$ cat src/rtl/bfm_pkg.sv
// ---------------------------------------------------------------------------
// Binaural FIR mixer package
// Shared widths, command and bank codes, and request, response and
// datapath types for the binaural FIR mixer.
// ---------------------------------------------------------------------------
package bfm_pkg;

   localparam int TAPS_DEFAULT = 200;
   localparam int SAMPLE_W     = 16;
   localparam int TAP_IDX_W    = 8;
   localparam int NUM_BANKS    = 4;
   localparam int PROD_W       = 2 * SAMPLE_W;
   localparam int FRAC_BITS    = 15;
   localparam int SAT_MAX      = 32767;
   localparam int SAT_MIN      = -32768;

   localparam logic CMD_LOAD    = 1'b0;
   localparam logic CMD_PROCESS = 1'b1;

   // coefficient banks
   localparam logic [1:0] BANK_LL = 2'd0;
   localparam logic [1:0] BANK_LR = 2'd1;
   localparam logic [1:0] BANK_RL = 2'd2;
   localparam logic [1:0] BANK_RR = 2'd3;

   typedef logic signed [SAMPLE_W-1:0] sample_type;

   typedef struct packed {
      logic                   command;
      logic [1:0]             filter_select;
      logic [TAP_IDX_W-1:0]   tap_index;
      sample_type             coefficient;
      sample_type             left_sample;
      sample_type             right_sample;
      logic                   end_of_stream;
   } req_type;

   typedef struct packed {
      sample_type out_left;
      sample_type out_right;
      logic       left_clipped;
      logic       right_clipped;
      logic       last;
   } rsp_type;

   typedef struct packed {
      sample_type left;
      sample_type right;
   } hist_pair_type;

   typedef logic [NUM_BANKS-1:0][SAMPLE_W-1:0] coef_quad_type;

   typedef struct packed {
      logic clear;   // start a new pair: zero the accumulators
      logic valid;   // memory read data is a tap to accumulate
      logic keep;    // history slot has been written since reset
   } mac_ctrl_type;

   typedef struct packed {
      sample_type value;
      logic       clipped;
   } sat_lane_type;

   typedef struct packed {
      sat_lane_type left;
      sat_lane_type right;
   } sat_result_type;

endpackage

$ cat src/rtl/bfm_mac.sv
// ---------------------------------------------------------------------------
// Binaural FIR mixer multiply-accumulate
// Four multiplies per tap, two accumulators, floor shift and saturation.
// ---------------------------------------------------------------------------
module bfm_mac #(
   parameter int TAPS = bfm_pkg::TAPS_DEFAULT
) (
   input  logic                    clock,
   input  logic                    reset,
   input  bfm_pkg::mac_ctrl_type   ctrl,
   input  bfm_pkg::coef_quad_type  coef,
   input  bfm_pkg::hist_pair_type  hist,
   output logic                    busy,
   output bfm_pkg::sat_result_type result
);

   localparam int ACC_W  = bfm_pkg::PROD_W + 1 + $clog2(TAPS);
   localparam int Q_W    = ACC_W - bfm_pkg::FRAC_BITS;
   localparam int PAIR_W = bfm_pkg::PROD_W + 1;
   localparam logic signed [Q_W-1:0] Q_MAX = Q_W'(bfm_pkg::SAT_MAX);
   localparam logic signed [Q_W-1:0] Q_MIN = Q_W'(bfm_pkg::SAT_MIN);

   bfm_pkg::sample_type left_smp, right_smp;

   logic signed [bfm_pkg::PROD_W-1:0] prod_ll_ff, prod_lr_ff, prod_rl_ff, prod_rr_ff;
   logic signed [bfm_pkg::PROD_W-1:0] prod_ll_in, prod_lr_in, prod_rl_in, prod_rr_in;
   logic                              prod_valid_ff;

   logic signed [PAIR_W-1:0] pair_left, pair_right;
   logic signed [ACC_W-1:0]  acc_left_ff, acc_right_ff;
   logic signed [ACC_W-1:0]  acc_left_in, acc_right_in;
   logic signed [Q_W-1:0]    q_left, q_right;

   function automatic bfm_pkg::sat_lane_type saturate(input logic signed [Q_W-1:0] q);
      bfm_pkg::sat_lane_type lane;
      if (q > Q_MAX) begin
         lane.value   = bfm_pkg::SAMPLE_W'(bfm_pkg::SAT_MAX);
         lane.clipped = 1'b1;
      end else if (q < Q_MIN) begin
         lane.value   = bfm_pkg::SAMPLE_W'(bfm_pkg::SAT_MIN);
         lane.clipped = 1'b1;
      end else begin
         lane.value   = q[bfm_pkg::SAMPLE_W-1:0];
         lane.clipped = 1'b0;
      end
      return lane;
   endfunction

   // slots never written since reset read as silence
   assign left_smp  = ctrl.keep ? hist.left  : '0;
   assign right_smp = ctrl.keep ? hist.right : '0;

   assign prod_ll_in = $signed(coef[bfm_pkg::BANK_LL]) * left_smp;
   assign prod_lr_in = $signed(coef[bfm_pkg::BANK_LR]) * right_smp;
   assign prod_rl_in = $signed(coef[bfm_pkg::BANK_RL]) * left_smp;
   assign prod_rr_in = $signed(coef[bfm_pkg::BANK_RR]) * right_smp;

   always_ff @(posedge clock) begin
      prod_ll_ff <= prod_ll_in;
      prod_lr_ff <= prod_lr_in;
      prod_rl_ff <= prod_rl_in;
      prod_rr_ff <= prod_rr_in;
   end

   always_ff @(posedge clock) begin
      if (reset) begin
         prod_valid_ff <= 1'b0;
      end else begin
         prod_valid_ff <= ctrl.valid;
      end
   end

   assign pair_left    = PAIR_W'(prod_ll_ff) + PAIR_W'(prod_lr_ff);
   assign pair_right   = PAIR_W'(prod_rl_ff) + PAIR_W'(prod_rr_ff);
   assign acc_left_in  = acc_left_ff  + ACC_W'(pair_left);
   assign acc_right_in = acc_right_ff + ACC_W'(pair_right);

   always_ff @(posedge clock) begin
      if (ctrl.clear) begin
         acc_left_ff  <= '0;
         acc_right_ff <= '0;
      end else if (prod_valid_ff) begin
         acc_left_ff  <= acc_left_in;
         acc_right_ff <= acc_right_in;
      end
   end

   // arithmetic shift gives floor rounding
   assign q_left  = Q_W'(acc_left_ff  >>> bfm_pkg::FRAC_BITS);
   assign q_right = Q_W'(acc_right_ff >>> bfm_pkg::FRAC_BITS);

   assign result.left  = saturate(q_left);
   assign result.right = saturate(q_right);
   assign busy         = prod_valid_ff;

endmodule

$ cat config.mk
export PLATFORM = sky130hd
export DESIGN_NAME = bfm_mac
export DESIGN_NICKNAME = d
export VERILOG_FILES = /design/src/rtl/bfm_pkg.sv /design/src/rtl/bfm_mac.sv
export SDC_FILE = /design/constraint.sdc
export NUM_CORES = 2
export LEC_CHECK = 0
export BUFFER_PORTS_ARGS = -buffer_cell sky130_fd_sc_hd__buf_2
export CAP_MARGIN = 40
export CORE_MARGIN = 10
export CORE_UTILIZATION = 55
export CTS_CLUSTER_SIZE = 28
export DETAILED_ROUTE_END_ITERATION = 8
export PLACE_DENSITY = 0.72
export SYNTH_ARGS = -nofsm -noshare
export SYNTH_HDL_FRONTEND = slang
export SYNTH_SLANG_ARGS = --single-unit
$ cat constraint.sdc
create_clock -name clock -period 15.05 [get_ports clock]
set_input_delay 1.505 -clock clock [delete_from_list [all_inputs] [get_ports clock]]
set_output_delay 1.505 -clock clock [all_outputs]
set_load 0.01 [all_outputs]
==> metrics.md <==
| Metric | Value |
|---|---|
| Post-Place Cells | `6759` |
| Relative slew slack | `0.350` |
| Worst R2R Path Depth | `11` |
| Netlist Area Pre-Place | `between 50000 and 60000 um2` |
| Vias in the first global route | `~42000` |
| Crit end category | `flip-flop` |
| Commonest cells post-synth | `inv_1 (1200), fa_1 (1130), nand2_1 (598)` |
| Sum Neg Setup Slack | `0 ns` |
| Asr flop ratio synth | `0` |
| Hold depth | `2` |
| Synth top area share | `0.441` |
| Crit path depth | `24` |
| Number of synthesized flops with an enable pin | `0` |
| Worst skew pair latency | `0.58 ns` |
| PostCTS Resize Cnt | `0` |
| RR Startpoint | `prod_rr_ff[31]` |
| Main combinational cell family by area after synthesis | `adder cells` |
| Top_reg_cell synth | `dfxtp_1` |
| Clock Skew | `about 0.021 ns` |
| Share of post-route cells with drive strength above 1 | `0.0516` |
| Crit path time final | `8.85 ns` |
| Total track usage | `0.267` |
| Largest stage delay, worst path | `0.56 ns` |
| Routability cong. | `0.928` |
| Required @ worst endpoint | `~16 ns` |
| Crit path from | `ctrl[0]` |
| TritonCTS sink count | `between 200 and 250` |
| Placement Setup Slack | `5.71 ns` |
| Slew Viols, Final | `0` |
| Max cap viols | `0` |
| Family with the most delay on the worst path | `adder cells` |
| Final WL | `around 140000 um` |
| Initial antenna violation count | `7` |
| Ys Warns | `0` |
| Number of CTS-inserted buffers | `27` |
| Post-route clock period utilization | `0.588` |
| Critical path launch point type | `primary input` |
| Synthesized-area fraction occupied by adder cells | `0.541` |
| Final #Nets | `7184` |
| RSZ-0062 raised after global routing | `false` |
| Die Y | `325 um` |
| Drt first pass iters | `6` |
| Final setup viols | `0` |
| #FFs+latches synth | `211` |
| Clock slew at reported path FFs | `0.07 ns` |
| Post-synth net total | `7250` |
| Compound-Gate Fraction of Synth Area | `0.0832` |
| Die Wd | `325 um` |
| WL per Instance | `a little over 20 um` |
| CP max-delay cell | `buf_4` |
| Detail Route Antenna Nets | `0` |
| CTS tree | `built` |
| Post-Synth Simple-Gate Area | `0.148` |
| Dpl hpwl | `112000 um` |
| Largest net degree at the start of global routing | `150` |
| Power density cells | `242 nW/um2` |
| FP Rows | `111` |
| Core Util, Final | `0.585` |
| Total I/O pin count | `~140` |
| Endpoints failing hold | `0` |
| Hold Buf Count CTS | `0` |
| CP Class | `primary input to flip-flop` |
| Final Non-Filler Cells | `6815` |
| DR iter-0 viols | `2918` |
| Min-delay src | `acc_right_ff[5]` |
| Peak VDD IR | `between 0.2 and 0.25 mV` |
| Post-synthesis mux area share | `0.00593` |
| WP buf/inv | `6` |
| Via count | `39100` |
| Worst EP arrival | `9.31 ns` |
| Design area | `53900 um2` |
| Yosys top cell by area | `fa_1` |
| Area of the die | `106000 um2` |
| Lkg Pwr | `28.5 nW` |
| Via density | `5.74` |
| Fmax | `113 MHz` |
| Synth area leaders | `fa_1 (44%), ha_1 (10%), inv_1 (8.8%)` |
| DRC | `0` |
| Buffers added on ports | `135` |
| Status | `completed` |
| Area Growth Syn to Fin | `5.04%` |
| Distinct cells, synth | `roughly 90` |
| H-tree depth | `1` |
| Worst hold-check path type | `flip-flop to flip-flop` |
| Post-synthesis sequential area ratio | `0.0824` |
| Critical-path cell list | `buf_8 -> buf_4 -> buf_4 -> and2_1 -> nand2_1 -> fa_1 -> fa_1 -> inv_1 -> fa_1 -> fa_1 -> fa_1 -> inv_1 -> fa_1 -> inv_1 -> ha_1 -> nand2_1 -> nor3_1 -> a41oi_1 -> a311oi_1 -> nor2_1 -> a211o_1 -> o21bai_1 -> a21oi_1 -> xnor2_1` |
| Overflow after GRT | `0` |
| Root Driver | `clkbuf_16` |
| Bufs on Longest Clock Path | `3` |
| CP dominant cell by count | `fa_1` |
| CP Max Fanout | `149` |
| Post-DP Area | `about 53000 um2` |
| Synthesized area per cell | `just over 9 um2` |
| PnR worst setup slack | `6.20 ns` |
| Worst Tran Pin Value | `roughly 0.98 ns` |
| First-pass GRT wire length | `227000 um` |
| Post-synthesis xor/xnor area fraction | `0.0323` |
| Post-Syn Instances | `~5600` |
| Effective utilization at floorplan | `0.557` |
| Placeable Area | `around 92000 um2` |
| Setup bufs post-CTS | `0` |
| Most numerous cell in the Yosys netlist | `inv_1` |
per-layer routing:
metal	share of wire	vias up	track usage
li1	-	17400	-
met1	0.40	19800	0.348
met2	0.47	1591	0.443
met3	0.087	309	0.0546
met4	0.038	4	0.0870
met5	0.00023	-	0
tightest hold or removal path, stage by stage (launching register included):
cell and delay [ns]:
dfxtp_1 0.32, nand2_1 0.06, a21oi_1 0.05
cell type report:
class / instances / area, um2
Antenna cell: 7 / 17.5
Sequential cell: 211 / 4230
Fill cell: 8026 / 38200
Multi-Input combinational cell: 3931 / 41600
Timing Repair Buffer: 172 / 1020
Clock buffer: 35 / 756
Clock inverter: 14 / 218
Inverter: 1202 / 4510
Tap cell: 1243 / 1560
registers in the layout (all words and copies together) (netlist names):
| register | cells |
|---|---|
| acc_left_ff | 41 |
| prod_rl_ff | 32 |
| busy | 1 |
| acc_right_ff | 41 |
| prod_lr_ff | 32 |
| prod_ll_ff | 32 |
| prod_rr_ff | 32 |
power by group:
group | internal (mW) | total (mW) | switching (mW)
logic | 4.56 | 11.2 | 6.59
registers | 0.887 | 1.15 | 0.263
clock network | 0.440 | 0.716 | 0.275
through the flow:
stage | power, mW | hold slack, ns
floorplan | 9.07 | 0.452
global placement | 11.9 | 0.465
detailed placement | 12.2 | 0.478
CTS | 12.9 | 0.487
global route | 14.3 | 0.501
finish | 13.0 | 0.485
kinds of logic (layout without fill, tap and decap cells):
family	count (synthesis)	in the layout
AO/OA/AOI/OAI	639	639
XOR/XNOR	189	189
adder cells (fa/ha/maj)	1538	1538
buffers and inverters	1469	1423
flip-flops	211	211
multiplexers	30	30
other	0	7
AND/OR/NAND/NOR	1535	1535
final timing paths:
kind / endpoint / slack, ns
worst max register to register: acc_right_ff[40] / 11.27
worst max-delay path: prod_rl_ff[31] / 6.20
worst min register to register: acc_right_ff[5] / 0.48
worst min-delay path: acc_right_ff[5] / 0.48
layout by cell type, fill, tap and decap left out, types with 30 or more instances in the layout:
cell	count
ha_1	408
dfxtp_1	210
inv_1	1200
buf_4	30
fa_1	1130
buf_2	134
o21ai_0	106
a21oi_1	180
nand3_1	51
and2_1	33
and3_1	504
nor3_1	32
nor2_1	186
xor2_1	42
a21o_1	88
o21a_1	42
nand2_1	598
xnor2_1	147
Note: power is estimated with default switching activity, not from simulation.
